## src/design/hevsw_pkg.sv

```systemverilog
`timescale 1ns / 1ps
`default_nettype none
// ----------------------------------------------------------------------------
// Vertex star walk package
// Shared codes, stream widths, control word types and the walk program.
// ----------------------------------------------------------------------------
package hevsw_pkg;

    localparam int IN_DATA_W  = 24;
    localparam int OUT_DATA_W = 16;
    localparam int STATUS_W   = 2;
    localparam int PC_W       = 5;

    localparam logic ACT_WRITE = 1'b0;
    localparam logic ACT_QUERY = 1'b1;

    localparam logic [STATUS_W-1:0] ST_OK    = 2'd0;
    localparam logic [STATUS_W-1:0] ST_EMPTY = 2'd1;
    localparam logic [STATUS_W-1:0] ST_ERR   = 2'd2;

    typedef enum logic [3:0] {
        OP_NONE     = 4'd0,
        OP_PUSH     = 4'd1,
        OP_MUL      = 4'd2,
        OP_REM      = 4'd3,
        OP_RD_PREV  = 4'd4,
        OP_RD_CUR   = 4'd5,
        OP_RD_START = 4'd6,
        OP_TAKE     = 4'd7,
        OP_NEXT     = 4'd8,
        OP_DONE     = 4'd9,
        OP_ERR      = 4'd10
    } t_op;

    typedef enum logic [2:0] {
        C_NEVER  = 3'd0,
        C_ALWAYS = 3'd1,
        C_FULL   = 3'd2,
        C_BND    = 3'd3,
        C_EQ     = 3'd4
    } t_cond;

    typedef struct packed {
        t_op              op;
        t_cond            cond;
        logic [PC_W-1:0]  target;
    } t_uword;

    typedef struct packed {
        logic full;
        logic bnd;
        logic eq;
    } t_flags;

    localparam logic [PC_W-1:0] L_FWD   = 5'd0;
    localparam logic [PC_W-1:0] L_BACK  = 5'd8;
    localparam logic [PC_W-1:0] L_BSTEP = 5'd11;
    localparam logic [PC_W-1:0] L_ERR   = 5'd21;
    localparam logic [PC_W-1:0] L_DONE  = 5'd22;

    function automatic t_uword uw(input t_op op, input t_cond cond,
                                  input logic [PC_W-1:0] target);
        t_uword w;
        w.op     = op;
        w.cond   = cond;
        w.target = target;
        return w;
    endfunction

    function automatic t_uword uprog(input logic [PC_W-1:0] pc);
        t_uword w;
        unique case (pc)
            5'd0:    w = uw(OP_PUSH,     C_FULL,   L_ERR);
            5'd1:    w = uw(OP_MUL,      C_NEVER,  L_FWD);
            5'd2:    w = uw(OP_REM,      C_NEVER,  L_FWD);
            5'd3:    w = uw(OP_RD_PREV,  C_NEVER,  L_FWD);
            5'd4:    w = uw(OP_TAKE,     C_NEVER,  L_FWD);
            5'd5:    w = uw(OP_NONE,     C_BND,    L_BACK);
            5'd6:    w = uw(OP_NONE,     C_EQ,     L_DONE);
            5'd7:    w = uw(OP_NONE,     C_ALWAYS, L_FWD);
            5'd8:    w = uw(OP_RD_START, C_NEVER,  L_FWD);
            5'd9:    w = uw(OP_TAKE,     C_NEVER,  L_FWD);
            5'd10:   w = uw(OP_NONE,     C_BND,    L_DONE);
            5'd11:   w = uw(OP_MUL,      C_NEVER,  L_FWD);
            5'd12:   w = uw(OP_REM,      C_NEVER,  L_FWD);
            5'd13:   w = uw(OP_NEXT,     C_NEVER,  L_FWD);
            5'd14:   w = uw(OP_NONE,     C_BND,    L_DONE);
            5'd15:   w = uw(OP_NONE,     C_EQ,     L_DONE);
            5'd16:   w = uw(OP_PUSH,     C_FULL,   L_ERR);
            5'd17:   w = uw(OP_RD_CUR,   C_NEVER,  L_FWD);
            5'd18:   w = uw(OP_TAKE,     C_NEVER,  L_FWD);
            5'd19:   w = uw(OP_NONE,     C_BND,    L_DONE);
            5'd20:   w = uw(OP_NONE,     C_ALWAYS, L_BSTEP);
            5'd21:   w = uw(OP_ERR,      C_NEVER,  L_FWD);
            default: w = uw(OP_DONE,     C_NEVER,  L_FWD);
        endcase
        return w;
    endfunction

endpackage
`default_nettype wire

```

## src/design/hevsw_dp.sv

```systemverilog
`timescale 1ns / 1ps
`default_nettype none
// ----------------------------------------------------------------------------
// Walk datapath
// Current and start edge, face position by reciprocal multiply, neighbor
// arithmetic inside a face, and the star buffer write side.
// ----------------------------------------------------------------------------
module hevsw_dp
    import hevsw_pkg::*;
#(
    parameter int NUM_HALF_EDGES = 1024,
    parameter int FACE_SIZE      = 3,
    parameter int MAX_STAR       = 64
) (
    input  wire logic                             i_clk,
    input  wire logic                             i_rst_n,
    input  wire logic                             i_load,
    input  wire logic [$clog2(NUM_HALF_EDGES)-1:0] i_edge,
    input  wire t_uword                           i_uword,
    input  wire logic [$clog2(NUM_HALF_EDGES):0]  i_twin,
    output logic      [$clog2(NUM_HALF_EDGES)-1:0] o_rd_addr,
    output t_flags                                o_flags,
    output logic                                  o_push,
    output logic      [$clog2(MAX_STAR)-1:0]      o_push_addr,
    output logic      [$clog2(NUM_HALF_EDGES):0]  o_push_data,
    output logic      [$clog2(MAX_STAR+1)-1:0]    o_count
);

    localparam int EW    = $clog2(NUM_HALF_EDGES);
    localparam int PW    = $clog2(FACE_SIZE);
    localparam int SH    = EW + PW;
    localparam int PRW   = EW + SH;
    localparam int CW    = $clog2(MAX_STAR + 1);
    localparam int BAW   = $clog2(MAX_STAR);
    localparam int MAGIC = (2 ** SH) / FACE_SIZE;
    localparam logic [EW:0] NUM_X = (EW + 1)'(NUM_HALF_EDGES);
    localparam logic [EW:0] F_X   = (EW + 1)'(FACE_SIZE);
    localparam logic [EW:0] FM1_X = (EW + 1)'(FACE_SIZE - 1);
    localparam logic [PW-1:0] POS_LAST = PW'(FACE_SIZE - 1);

    logic [EW-1:0]  r_cur;
    logic [EW-1:0]  r_start;
    logic           r_bnd;
    logic           r_nb;
    logic           r_back;
    logic [CW-1:0]  r_count;
    logic [PRW-1:0] r_prod;
    logic [PW-1:0]  r_pos;

    logic [EW-1:0] q_est;
    logic [EW:0]   q_f;
    logic [EW:0]   rem_raw;
    logic [EW:0]   rem_fix;
    logic [EW:0]   cur_x;
    logic [EW:0]   prev_x;
    logic [EW:0]   next_x;
    logic          prev_bnd;
    logic          next_bnd;
    logic          full;

    always_comb begin
        q_est    = r_prod[PRW-1:SH];
        q_f      = (EW + 1)'({1'b0, q_est} * F_X);
        rem_raw  = {1'b0, r_cur} - q_f;
        rem_fix  = (rem_raw >= F_X) ? rem_raw - F_X : rem_raw;
        cur_x    = {1'b0, r_cur};
        prev_x   = (r_pos == '0) ? cur_x + FM1_X : cur_x - (EW + 1)'(1);
        next_x   = (r_pos == POS_LAST) ? cur_x - FM1_X : cur_x + (EW + 1)'(1);
        prev_bnd = prev_x >= NUM_X;
        next_bnd = next_x >= NUM_X;
        full     = r_count == CW'(MAX_STAR);

        case (i_uword.op)
            OP_RD_PREV:  o_rd_addr = prev_x[EW-1:0];
            OP_RD_START: o_rd_addr = r_start;
            default:     o_rd_addr = r_cur;
        endcase

        o_flags.full = full;
        o_flags.bnd  = r_bnd;
        o_flags.eq   = !r_bnd && (r_cur == r_start);
        o_push       = (i_uword.op == OP_PUSH) && !full;
        o_push_addr  = r_count[BAW-1:0];
        o_push_data  = {r_back, r_cur};
        o_count      = r_count;
    end

    always_ff @(posedge i_clk) begin
        if (!i_rst_n) begin
            r_bnd   <= 1'b0;
            r_nb    <= 1'b0;
            r_back  <= 1'b0;
            r_count <= '0;
        end else if (i_load) begin
            r_bnd   <= 1'b0;
            r_nb    <= 1'b0;
            r_back  <= 1'b0;
            r_count <= '0;
        end else begin
            case (i_uword.op)
                OP_PUSH: begin
                    if (!full) begin
                        r_count <= CW'(r_count + 1'b1);
                    end
                end
                OP_RD_PREV: begin
                    r_nb <= prev_bnd;
                end
                OP_RD_CUR: begin
                    r_nb <= 1'b0;
                end
                OP_RD_START: begin
                    r_nb   <= 1'b0;
                    r_back <= 1'b1;
                end
                OP_TAKE: begin
                    r_bnd <= i_twin[EW] | r_nb;
                end
                OP_NEXT: begin
                    r_bnd <= next_bnd;
                end
                default: begin
                end
            endcase
        end
    end

    always_ff @(posedge i_clk) begin
        if (i_load) begin
            r_cur   <= i_edge;
            r_start <= i_edge;
        end else begin
            case (i_uword.op)
                OP_MUL:  r_prod <= PRW'(r_cur) * PRW'(MAGIC);
                OP_REM:  r_pos  <= rem_fix[PW-1:0];
                OP_TAKE: r_cur  <= i_twin[EW-1:0];
                OP_NEXT: r_cur  <= next_x[EW-1:0];
                default: begin
                end
            endcase
        end
    end

endmodule
`default_nettype wire

```

## config.mk

```make
export PLATFORM = sky130hd
export DESIGN_NAME = hevsw_dp
export DESIGN_NICKNAME = d
export VERILOG_FILES = /design/src/design/hevsw_pkg.sv /design/src/design/hevsw_dp.sv
export SDC_FILE = /design/constraint.sdc
export NUM_CORES = 1
export LEC_CHECK = 0
export BUFFER_PORTS_ARGS = -buffer_cell sky130_fd_sc_hd__buf_2
export CAP_MARGIN = 20
export CORE_MARGIN = 5
export CORE_UTILIZATION = 54
export CTS_BUF_LIST = sky130_fd_sc_hd__clkbuf_8
export CTS_CLUSTER_DIAMETER = 120
export DETAILED_ROUTE_END_ITERATION = 7
export PLACE_DENSITY = 0.79
export SLEW_MARGIN = 0
export SYNTH_ARGS = -nofsm -noshare
export SYNTH_HDL_FRONTEND = slang
export SYNTH_SLANG_ARGS = --single-unit
```

## constraint.sdc

```tcl
create_clock -name i_clk -period 4.57 [get_ports i_clk]
set_input_delay 1.371 -clock i_clk [delete_from_list [all_inputs] [get_ports i_clk]]
set_output_delay 1.371 -clock i_clk [all_outputs]
set_load 0.005 [all_outputs]
```

==> results.toml <==
[clock_tree]
sink_count = 41
cts_buffer_depth = 2
tritoncts = "yes"
cts_inserted_buffers = 5
post_cts_hold_buffer_count = 0
cts.root.buffer_cell = "sky130_fd_sc_hd__clkbuf_8"
clkTransAtPathRegs_ps = 90
clock_tree.htree_level_count = 2
clock_latency_ps = 300

[sta]
worst_clock_skew_ps = 13.3
timing.fmax_ghz = 0.224
relative_max_transition_margin_pct = 27.7
setup_repair_after_global_routing_missed_its_margin = "yes"
finalSetupTns_ps = 0
finalMaxSlewViolations = 0
timing.final.setup_violations = 0
max_slew.worst_pin.slew_ps = 1080
hold_ws_ps = 488
finalHoldViolCount = 0
min_period_over_period_pct = 97.5
finalWorstPathRequiredPeriod_ps = 4450
final_critical_path_setup_slack_ps = 116

[route]
drc_violation_total_after_the_first_tritonroute_iteration = 235
drtAntennaViolNets = 0
drc = 0
overall_via_count_from_detail_route = 4315
first_pass_iteration_count_of_the_detailed_router = 5
post_drt_wl_per_cell_um = 17.2
post_detailed_route_via_to_cell_ratio = 5.98
routed_wl_um = 12400

[synth]
yosys_warnings = 0
synth_top_area_share_pct = 18.8
synth_flop_cell = "sky130_fd_sc_hd__edfxtp_1"
post_synth_cell_types = 62
postSynthRegisterBits = 41
ys_async_sr_fraction_pct = 0
ys_top_cells_by_area = "sky130_fd_sc_hd__edfxtp_1 (19%), sky130_fd_sc_hd__ha_1 (17%), sky130_fd_sc_hd__fa_1 (11%)"
seq_area_frac_synth_pct = 22.9
synthesis.nets = 686
netlist.top_cell.by_area = "sky130_fd_sc_hd__edfxtp_1"
netlist_instances = 554
netlist_area_mm2 = 0.00495
synth.avg_cell_area_um2 = 8.93
post_synth_edffs = 31

[global_route]
grt_usage_pct = 22.1
overflow = 0
grt_pass1_vias = 4240
grt_antenna_before_repair = 0
grt_start_max_net_pins = 31
grt_pass1_wl_um = 20000

[power]
report.power.total_mw = 2.39
power.density_mw_per_mm2 = 432
p_leak_nw = 2.57
worst_ir_drop_vdd_mv = 0.267

[critical_path]
timing.critical_path.to_type = "flop"
critical_path_peak_fanout = 5
cp_top_family = "adder cells"
worst-setup-path-type = "reg2reg"
crit_arrival_ps = 4490
crit_path_top_delay_cell = "sky130_fd_sc_hd__fa_1"
timing.critical_path.from_type = "flop"
cp_data_required_time_ps = 4600
worstPathBufferInverterCount = 2
path_cells = "ha_1 -> ha_1 -> xor2_1 -> fa_1 -> inv_1 -> fa_1 -> inv_1 -> fa_1 -> ha_1 -> nand4_1 -> o221a_4 -> o21ai_4 -> a21o_1 -> a311oi_1"
cp_slowest_stage_delay_ps = 560

[final_layout]
nFillCells = 760
flow.area_growth_from_synthesis_pct = 12.0
most-common-layout-cells = "sky130_fd_sc_hd__inv_1 (68), sky130_fd_sc_hd__ha_1 (68), sky130_fd_sc_hd__buf_2 (65)"
design.final.nets = 742
layout.area.seq_mm2 = 0.00113
antenna_cells_inserted = 0
drive_gt1_share_pct = 16.5
multi_input_area_mm2 = 0.00346

[place]
numPortBuffers = 65
detailedPlace.worstSlack_ps = 23.2
detailedPlacementHpwl_um = 10000
gpl.final_weighted_congestion = 0.924

[run]
max_cap_viol_count = 0

[die]
dieArea_mm2 = 0.0112
core-area_mm2 = 0.00906
die_y_um = 106
die_outline_width_um = 106
placementRows = 35
initial_cell_density_of_the_core_pct = 54.6
top_level_ports = 74

[min_path]
holdCritPathClass = "reg2reg"

[run_status]
run_status = "completed"
-- per-stage QoR --
stage	area [µm²]	util [%]	std cells
after floorplan	4950	-	554
after global placement	5380	59.3	714
after detailed placement	5380	59.3	714
after CTS	5500	60.6	722
after global routing	5540	61.1	722
final	5540	61.1	722
-- synthesized netlist by cell type (all sizes together), types with 2 or more instances --
library cell and instances:
a31oi 6, o21ai 28, nand4 7, mux2 5
and3 3, clkbuf 20, or3 4, a2111oi 4
a21o 7, edfxtp 31, nor4 6, and2 2
nand2 35, ha 68, inv 68, xor2 23
nor3b 2, xnor2 13, o22ai 7, nor4b 5
nand3 15, nor2 35, a211oi 8, a21oi 30
nand2b 7, a32oi 2, nand3b 2, a311oi 2
dfxtp 10, mux2i 8, a22oi 6, buf 11
and4 2, nor3 7, o21a 3, nor2b 12
or2 4, fa 28
-- flip-flops by register name (all words and copies together) (netlist names) --
signal	count
r_pos	2
r_bnd	1
r_start	10
r_prod	9
r_cur	10
r_nb	1
o_count	7
r_back	1
-- timing repair --
| action | 4_1_cts | 5_1_grt |
|---|---|---|
| resized for setup | 1 | 7 |
| setup buffers | 0 | 0 |
| hold endpoints to repair | 0 | 0 |
| endpoints found under the setup margin | 1 | 3 |
| pin swaps | 0 | 1 |
-- cell families (layout without fill, tap and decap cells) --
group           Yosys count  in the layout  share of synthesized area [%]
simple gates            155            155                           16.6
compound gates          114            114                           14.6
buf+inv                  99            156                           8.20
fa+ha+maj                96             96                           28.5
flops                    41             41                           22.9
xor+xnor                 36             36                           6.37
mux                      13             13                           2.76
-- worst min-delay path, delay by kind of cell (launching register included) --
| family | cells | cell delay, ps |
|---|---|---|
| flip-flops | 1 | 340 |
| AND/OR/NAND/NOR | 2 | 120 |
-- final timing paths --
path,startpoint,end,slack [ps],depth (start not counted)
setup / recovery,r_cur[7]$_DFFE_PP_,r_prod[20]$_DFFE_PP_,120,14
hold / removal,r_back$_SDFFE_PP0N_,r_back$_SDFFE_PP0N_,490,2
hold reg to reg,r_back$_SDFFE_PP0N_,r_back$_SDFFE_PP0N_,490,2
setup reg to reg,r_cur[7]$_DFFE_PP_,r_prod[20]$_DFFE_PP_,120,14
-- per-layer routing --
layer / global-route usage [%] / part of all wire [%] / up-vias
li1: - / - / 2054
met1: 28.0 / 39 / 2052
met2: 37.6 / 50 / 181
met3: 3.86 / 8.3 / 28
met4: 8.42 / 2.8 / 0
met5: 0 / 0 / -
-- area by class of cell --
| class | count | share of cell area, % |
|---|---|---|
| Clock inverter | 3 | 0.813 |
| Inverter | 68 | 4.61 |
| Sequential cell | 41 | 20.4 |
| Clock buffer | 5 | 1.24 |
| Timing Repair Buffer | 80 | 7.91 |
| Tap cell | 111 | 2.51 |
| Multi-Input combinational cell | 414 | 62.5 |
-- where the power goes --
part | switching [mW] | internal (mW) | total [mW] | leakage, nW
logic | 0.909 | 0.684 | 1.59 | 2.13
registers | 0.0162 | 0.485 | 0.501 | 0.376
clock network | 0.136 | 0.164 | 0.300 | 0.0587
total | 1.06 | 1.33 | 2.39 | 2.57
(Power assumes the default switching activity.)
