$ cat src/design/hevsw_pkg.sv
`timescale 1ns / 1ps
`default_nettype none
// ----------------------------------------------------------------------------
// Vertex star walk package
// Shared codes, stream widths, control word types and the walk program.
// ----------------------------------------------------------------------------
package hevsw_pkg;

    localparam int IN_DATA_W  = 24;
    localparam int OUT_DATA_W = 16;
    localparam int STATUS_W   = 2;
    localparam int PC_W       = 5;

    localparam logic ACT_WRITE = 1'b0;
    localparam logic ACT_QUERY = 1'b1;

    localparam logic [STATUS_W-1:0] ST_OK    = 2'd0;
    localparam logic [STATUS_W-1:0] ST_EMPTY = 2'd1;
    localparam logic [STATUS_W-1:0] ST_ERR   = 2'd2;

    typedef enum logic [3:0] {
        OP_NONE     = 4'd0,
        OP_PUSH     = 4'd1,
        OP_MUL      = 4'd2,
        OP_REM      = 4'd3,
        OP_RD_PREV  = 4'd4,
        OP_RD_CUR   = 4'd5,
        OP_RD_START = 4'd6,
        OP_TAKE     = 4'd7,
        OP_NEXT     = 4'd8,
        OP_DONE     = 4'd9,
        OP_ERR      = 4'd10
    } t_op;

    typedef enum logic [2:0] {
        C_NEVER  = 3'd0,
        C_ALWAYS = 3'd1,
        C_FULL   = 3'd2,
        C_BND    = 3'd3,
        C_EQ     = 3'd4
    } t_cond;

    typedef struct packed {
        t_op              op;
        t_cond            cond;
        logic [PC_W-1:0]  target;
    } t_uword;

    typedef struct packed {
        logic full;
        logic bnd;
        logic eq;
    } t_flags;

    localparam logic [PC_W-1:0] L_FWD   = 5'd0;
    localparam logic [PC_W-1:0] L_BACK  = 5'd8;
    localparam logic [PC_W-1:0] L_BSTEP = 5'd11;
    localparam logic [PC_W-1:0] L_ERR   = 5'd21;
    localparam logic [PC_W-1:0] L_DONE  = 5'd22;

    function automatic t_uword uw(input t_op op, input t_cond cond,
                                  input logic [PC_W-1:0] target);
        t_uword w;
        w.op     = op;
        w.cond   = cond;
        w.target = target;
        return w;
    endfunction

    function automatic t_uword uprog(input logic [PC_W-1:0] pc);
        t_uword w;
        unique case (pc)
            5'd0:    w = uw(OP_PUSH,     C_FULL,   L_ERR);
            5'd1:    w = uw(OP_MUL,      C_NEVER,  L_FWD);
            5'd2:    w = uw(OP_REM,      C_NEVER,  L_FWD);
            5'd3:    w = uw(OP_RD_PREV,  C_NEVER,  L_FWD);
            5'd4:    w = uw(OP_TAKE,     C_NEVER,  L_FWD);
            5'd5:    w = uw(OP_NONE,     C_BND,    L_BACK);
            5'd6:    w = uw(OP_NONE,     C_EQ,     L_DONE);
            5'd7:    w = uw(OP_NONE,     C_ALWAYS, L_FWD);
            5'd8:    w = uw(OP_RD_START, C_NEVER,  L_FWD);
            5'd9:    w = uw(OP_TAKE,     C_NEVER,  L_FWD);
            5'd10:   w = uw(OP_NONE,     C_BND,    L_DONE);
            5'd11:   w = uw(OP_MUL,      C_NEVER,  L_FWD);
            5'd12:   w = uw(OP_REM,      C_NEVER,  L_FWD);
            5'd13:   w = uw(OP_NEXT,     C_NEVER,  L_FWD);
            5'd14:   w = uw(OP_NONE,     C_BND,    L_DONE);
            5'd15:   w = uw(OP_NONE,     C_EQ,     L_DONE);
            5'd16:   w = uw(OP_PUSH,     C_FULL,   L_ERR);
            5'd17:   w = uw(OP_RD_CUR,   C_NEVER,  L_FWD);
            5'd18:   w = uw(OP_TAKE,     C_NEVER,  L_FWD);
            5'd19:   w = uw(OP_NONE,     C_BND,    L_DONE);
            5'd20:   w = uw(OP_NONE,     C_ALWAYS, L_BSTEP);
            5'd21:   w = uw(OP_ERR,      C_NEVER,  L_FWD);
            default: w = uw(OP_DONE,     C_NEVER,  L_FWD);
        endcase
        return w;
    endfunction

endpackage
`default_nettype wire

$ cat src/design/hevsw_seq.sv
`timescale 1ns / 1ps
`default_nettype none
// ----------------------------------------------------------------------------
// Walk sequencer
// Step counter over the program table with conditional jumps.
// ----------------------------------------------------------------------------
module hevsw_seq
    import hevsw_pkg::*;
(
    input  wire logic   i_clk,
    input  wire logic   i_rst_n,
    input  wire logic   i_start,
    input  wire logic   i_run,
    input  wire t_flags i_flags,
    output t_uword      o_uword
);

    logic [PC_W-1:0] r_pc;
    logic [PC_W-1:0] n_pc;
    t_uword          word;
    logic            jump;

    always_comb begin
        word = uprog(r_pc);
        case (word.cond)
            C_ALWAYS: jump = 1'b1;
            C_FULL:   jump = i_flags.full;
            C_BND:    jump = i_flags.bnd;
            C_EQ:     jump = i_flags.eq;
            default:  jump = 1'b0;
        endcase
        n_pc = jump ? word.target : PC_W'(r_pc + 1'b1);
        o_uword = word;
        if (!i_run) begin
            o_uword.op = OP_NONE;
        end
    end

    always_ff @(posedge i_clk) begin
        if (!i_rst_n) begin
            r_pc <= L_FWD;
        end else if (i_start) begin
            r_pc <= L_FWD;
        end else if (i_run) begin
            r_pc <= n_pc;
        end
    end

endmodule
`default_nettype wire

$ cat config.mk
export PLATFORM = sky130hd
export DESIGN_NAME = hevsw_seq
export DESIGN_NICKNAME = d
export VERILOG_FILES = /design/src/design/hevsw_pkg.sv /design/src/design/hevsw_seq.sv
export SDC_FILE = /design/constraint.sdc
export NUM_CORES = 1
export LEC_CHECK = 0
export BUFFER_PORTS_ARGS = -buffer_cell sky130_fd_sc_hd__buf_2
export CORE_UTILIZATION = 59
export DETAILED_ROUTE_END_ITERATION = 16
export PLACE_DENSITY = 0.88
export SLEW_MARGIN = 20
export SYNTH_ARGS = -nofsm -noshare
export SYNTH_HDL_FRONTEND = slang
export SYNTH_SLANG_ARGS = --single-unit
$ cat constraint.sdc
create_clock -name i_clk -period 7.4 [get_ports i_clk]
set_input_delay 1.48 -clock i_clk [delete_from_list [all_inputs] [get_ports i_clk]]
set_output_delay 1.48 -clock i_clk [all_outputs]
set_load 0.02 [all_outputs]
==> results of run 1 <==
[synthesized netlist by cell type, types with 2 or more instances]
master    instances  area share, %
mux2i_1           7            6.3
mux2_2            2            2.0
o21ai_0           5            2.3
nand3_1           5            2.3
nand2b_1          3            1.7
a21boi_0          2            1.4
nand4_1           2            1.1
nor2b_1           3            1.7
dfxtp_1          16             29
nand2_1          14            4.7
nor3_1            3            1.4
ha_1              7            7.9
clkbuf_1          4            1.4
nor4bb_1          2            1.8
and2_1            4            2.3
a21oi_1           2           0.90
inv_1             6            2.0
o211ai_1          2            1.4
a21o_1            2            1.4
nor2_1            6            2.0
buf_4             8            5.4
a31oi_1           2            1.1
[worst paths after layout]
path	start	end	slack, ns	cells past startpoint
worst max-delay path	i_flags[1]	word[9]	3.69	10
worst min-delay path	r_pc[0]	r_pc[0]	0.71	2
worst max register to register	word[6]	word[9]	4.64	9
worst min register to register	r_pc[0]	r_pc[0]	0.71	2
[sequential cells by signal, summed over array words and instances, names as in the netlist]
register	flops
word	11
r_pc	5
[cell families (layout without fill, tap and decap cells)]
family / count (synthesis) / after routing / share of synthesized area (%)
compound gates: 29 / 29 / 22.03
xor+xnor: 1 / 1 / 0.7911
fa+ha+maj: 7 / 7 / 7.909
flops: 16 / 16 / 28.93
buf+inv: 19 / 28 / 9.152
simple gates: 48 / 48 / 22.83
mux: 9 / 9 / 8.362
[worst max-delay path, stage by stage]
cell and delay (ns):
buf_2 0.09, nand2b_1 0.16, a311oi_4 0.50, mux2i_1 0.21, a211oi_2 0.53, inv_2 0.12, ha_1 0.31, nor2_1 0.19
a32oi_1 0.15, o311a_1 0.15
[area by class of cell]
type                            instances  area (um^2)  area share (%)
Timing Repair Buffer                   18        90.09           7.660
Inverter                                7        26.28           2.234
Sequential cell                        16        320.3           27.23
Tap cell                               25        31.28           2.660
Clock buffer                            3        22.52           1.915
Multi-Input combinational cell         94        685.7           58.30
[where the power goes]
| part | internal, uW | switching [uW] | total (uW) |
|---|---|---|---|
| Clock | 18.9 | 26.1 | 45.0 |
| Sequential | 92.4 | 4.52 | 96.9 |
| Combinational | 25.2 | 39.7 | 65.0 |
| Total | 136 | 70.3 | 207 |
[routing by layer]
metal  part of all wire (%)  GRT usage, %  vias to the layer above
met5                      0             0                        -
met4                    2.1         10.30                        0
met3                    3.2         2.800                        6
met2                     49         39.71                       28
met1                     45         32.35                      459
li1                       -             -                      475
[per-stage QoR]
stage | total power [uW] | cell area [um^2]
3_3_place_gp | 161.6 | 1154
4_1_cts | 206.5 | 1176
5_1_grt | 218.9 | 1176
6_report | 206.8 | 1176
3_5_place_dp | 163.0 | 1154
2_1_floorplan | 152.3 | 1107
==> impl_metrics.env, run 1 <==
export IMPL_syn_area_um2=1107
export IMPL_ios=19
export IMPL_grt_pass1_vias=810
export IMPL_max_freq_ghz=0.2694
export IMPL_cts_resized=0
export IMPL_grt_pass1_wl_mm=3.629
export IMPL_gp_congestion=0.9793
export IMPL_crit_fanout=8
export IMPL_whs_ns=0.7056
export IMPL_worstSetupPathType="input port to flip-flop"
export IMPL_cts_root_buf="clkbuf_4"
export IMPL_required_ns=7.58
export IMPL_critical_path_arrival_ns=3.89
export IMPL_core_area_um2=1745
export IMPL_yosys_cell_types_count=44
export IMPL_insertion_delay_ns=0.28
export IMPL_ys_ff_latch=16
export IMPL_grt_ovfl_total=0
export IMPL_drtIter0Drc=38
export IMPL_finalCriticalPeriod_ns=3.712
export IMPL_portBuffers=18
export IMPL_antenna_found_initial=0
export IMPL_clk_pin_slew_ns=0.09
export IMPL_grt_start_max_net_pins=19
export IMPL_grt_setup_unrepaired="no"
export IMPL_layout_commonest_cell="buf_2"
export IMPL_dieArea_um2=2054
export IMPL_insertedDiodeCount=0
export IMPL_area_delta_synth_final_pct=6.215
export IMPL_syn_nets=143
export IMPL_synth_edff_count=0
export IMPL_skew_ns=0.004852
export IMPL_finalCritPeriodShare_pct=50.17
export IMPL_grt_use_total_pct=24.36
export IMPL_cts_hold_buf=0
export IMPL_hp_class="flip-flop to flip-flop"
export IMPL_final_critical_path_setup_slack_ns=3.688
export IMPL_cts_made_buffers=3
export IMPL_yosysSeqAreaShare_pct=28.93
export IMPL_mostFrequentLayoutCells="buf_2, dfxtp_1, nand2_1"
export IMPL_vias_per_cell=5.939
export IMPL_fillers=155
export IMPL_cts_sinks=16
export IMPL_final_nets=154
export IMPL_drive_gt1_share_pct=21.74
export IMPL_setup_tns_ns=0
export IMPL_final_hold_violation_count=0
export IMPL_start_util_pct=63.44
export IMPL_avgSynthCellArea_um2=8.584
export IMPL_slew_viol_final=0
export IMPL_ant_nets=0
export IMPL_power_density_nw_per_um2=175.8
export IMPL_wl_per_cell_um=14.24
export IMPL_vdd_drop_max_uv=123.2
export IMPL_via_count=968
export IMPL_maxSlewHeadroom_pct=63.60
export IMPL_cts_tree="done"
export IMPL_post_place_cells=160
export IMPL_endpoint_kind="flip-flop"
export IMPL_startpoint_type="input port"
export IMPL_wl_mm=2.321
export IMPL_dieHeight_um=45.32
export IMPL_drcViolationCount=0
export IMPL_drv_cap=0
export IMPL_rows=15
export IMPL_postCtsSetupBuffers=0
export IMPL_clockBufferDepth=2
export IMPL_leakagePower_uw=0.0005025
export IMPL_yosysWarnings=0
export IMPL_status="completed"
export IMPL_ys_flop_type="dfxtp_1"
export IMPL_htree_levels=1
export IMPL_synth_cells=129
export IMPL_tightest_slew_ns=0.5449
export IMPL_setup_viol=0
export IMPL_async_flop_share_pct=0
export IMPL_pre_cts_ws_ns=3.413
export IMPL_dieWidth_um=45.32
export IMPL_final_util_pct=67.38
export IMPL_dp_hpwl_mm=1.831
export IMPL_dr_pass1_iters=4
export IMPL_fin_cells=163
Note: power is estimated with default switching activity, not from simulation.
==> inputs of run 2 (changes only) <==
CORE_UTILIZATION = 54   (was 59)
PLACE_DENSITY = 0.82   (was 0.88)
clock period = 3.8 ns   (was 7.4 ns; I/O delays follow)
==> run 2 against run 1 <==
Against the previous run:
- flip-flop and latch count unchanged
- die area is 8.9% higher
- non-clock buffer count unchanged
- critical endpoint unchanged
==> impl_metrics.env, run 2 (same netlist as run 1, synthesis figures left out) <==
export IMPL_crit_start="i_flags[1]"
export IMPL_critPathBufInv=2
export IMPL_rows=16
export IMPL_grt_ovfl_total=0
export IMPL_drv_cap=0
export IMPL_dieHeight_um=47.29
export IMPL_finalInstanceArea_um2=1192
export IMPL_largest_reg_flops=11
export IMPL_setup_viol=0
export IMPL_finalCritPeriodShare_pct=80.73
export IMPL_power_density_nw_per_um2=361.7
export IMPL_critical_path_arrival_ns=3.25
export IMPL_max_freq_ghz=0.3260
export IMPL_maxSlewHeadroom_pct=61.29
export IMPL_vdd_drop_max_uv=267.0
export IMPL_crit_fanout=8
export IMPL_postCtsSetupBuffers=0
export IMPL_skew_ns=0.003239
export IMPL_insertion_delay_ns=0.29
export IMPL_clk_pin_slew_ns=0.09
export IMPL_leakagePower_uw=0.0005097
export IMPL_vias_per_cell=6.048
export IMPL_worstHoldStart="r_pc[0]"
export IMPL_cp_slowest_cell="a311oi_4"
export IMPL_core_area_um2=1942
export IMPL_slowest_delay_ns=0.51
export IMPL_mostFrequentLayoutCells="buf_2, dfxtp_1, nand2_1"
export IMPL_cp_top_family="compound AO/OA/AOI/OAI gates"
export IMPL_setup_tns_ns=0
export IMPL_ant_nets=0
export IMPL_tightest_slew_ns=0.5795
export IMPL_dpl_cell_area_um2=1156
export IMPL_htree_levels=1
export IMPL_clockBufferDepth=2
export IMPL_layout_commonest_cell="buf_2"
export IMPL_final_nets=154
export IMPL_dr_pass1_iters=4
export IMPL_status="completed"
export IMPL_startpoint_type="input port"
export IMPL_insertedDiodeCount=0
export IMPL_cts_hold_buf=0
export IMPL_wl_per_cell_um=15.45
export IMPL_start_util_pct=57.02
export IMPL_grt_setup_unrepaired="no"
export IMPL_drive_gt1_share_pct=22.30
export IMPL_dp_hpwl_mm=1.912
export IMPL_grt_use_total_pct=24.78
export IMPL_finalCriticalPeriod_ns=3.068
export IMPL_antenna_found_initial=0
export IMPL_grt_pass1_wl_mm=3.774
export IMPL_grt_pass1_vias=835
export IMPL_wl_mm=2.564
export IMPL_dieArea_um2=2236
export IMPL_cts_resized=0
export IMPL_cp_cell_sequence="buf_2, nand2b_1, a311oi_4, mux2i_1, a211oi_2, inv_2, ha_1, nor2_1, a32oi_1, o311a_1"
export IMPL_cts_made_buffers=3
export IMPL_drcViolationCount=0
export IMPL_grt_start_max_net_pins=19
export IMPL_worstSetupPathType="input port to flip-flop"
export IMPL_drtIter0Drc=58
export IMPL_worstReg2RegStart="word[6]"
export IMPL_hp_class="flip-flop to flip-flop"
export IMPL_gp_congestion=0.9737
export IMPL_required_ns=3.98
export IMPL_final_hold_violation_count=0
export IMPL_area_delta_synth_final_pct=7.683
export IMPL_portBuffers=18
export IMPL_cts_sinks=16
export IMPL_via_count=1004
export IMPL_slew_viol_final=0
export IMPL_cts_tree="done"
export IMPL_cts_root_buf="clkbuf_4"
export IMPL_endpoint_kind="flip-flop"
export IMPL_ios=19
export IMPL_r2r_slack_ns=0.92
export IMPL_dieWidth_um=47.29
==> run 2: metal layers <==
layer | vias to the layer above | global-route usage, % | part of all wire (%) | routed length, um
met5 | - | 0 | 0 | 0
met4 | 0 | 13.14 | 2.0 | 51
met3 | 7 | 6.923 | 7.3 | 188
met2 | 49 | 40.00 | 49 | 1263
met1 | 466 | 29.66 | 41 | 1061
li1 | 482 | - | - | -
==> run 2: tightest hold or removal path: cells and delay by family (launching register included) <==
kind | cells | cell delay [ns]
flip-flops | 1 | 0.36
AND/OR/NAND/NOR | 1 | 0.21
AO/OA/AOI/OAI | 1 | 0.08
==> run 2: path summary, 6_finish.rpt <==
path	endpoint	cells after the start
worst max register to register	word[9]	9
worst min register to register	r_pc[0]	2
worst max-delay path	word[9]	10
worst min-delay path	r_pc[0]	2
==> run 2: cell type report <==
cell class | count | area, um^2
fillers | 188 | 749.5
multi-input cells | 94 | 685.7
flip-flops and latches | 16 | 320.3
repair buffers | 18 | 90.09
clock buffers | 4 | 36.28
well taps | 27 | 33.78
inverters | 7 | 26.28
==> run 2: per-stage QoR <==
step | power [uW] | hold WS (ns) | std cells | utilization, % | setup WS (ns)
2_1_floorplan | 296.6 | 0.6203 | 129 | - | 0.9275
3_3_place_gp | 315.4 | 0.6544 | 162 | 59.54 | 0.4999
3_5_place_dp | 319.3 | 0.6897 | 162 | 59.54 | 0.4833
4_1_cts | 429.0 | 0.7015 | 166 | 61.40 | 0.7608
5_1_grt | 452.2 | 0.7639 | 166 | 61.40 | 0.5713
6_report | 431.3 | 0.6976 | 166 | 61.40 | 0.7323
==> run 2: power by group <==
part           internal [uW]  leakage, uW  switching, uW
Combinational           49.3     0.000358           81.2
Clock                   58.4    0.0000210           53.4
Sequential               180     0.000131           9.25
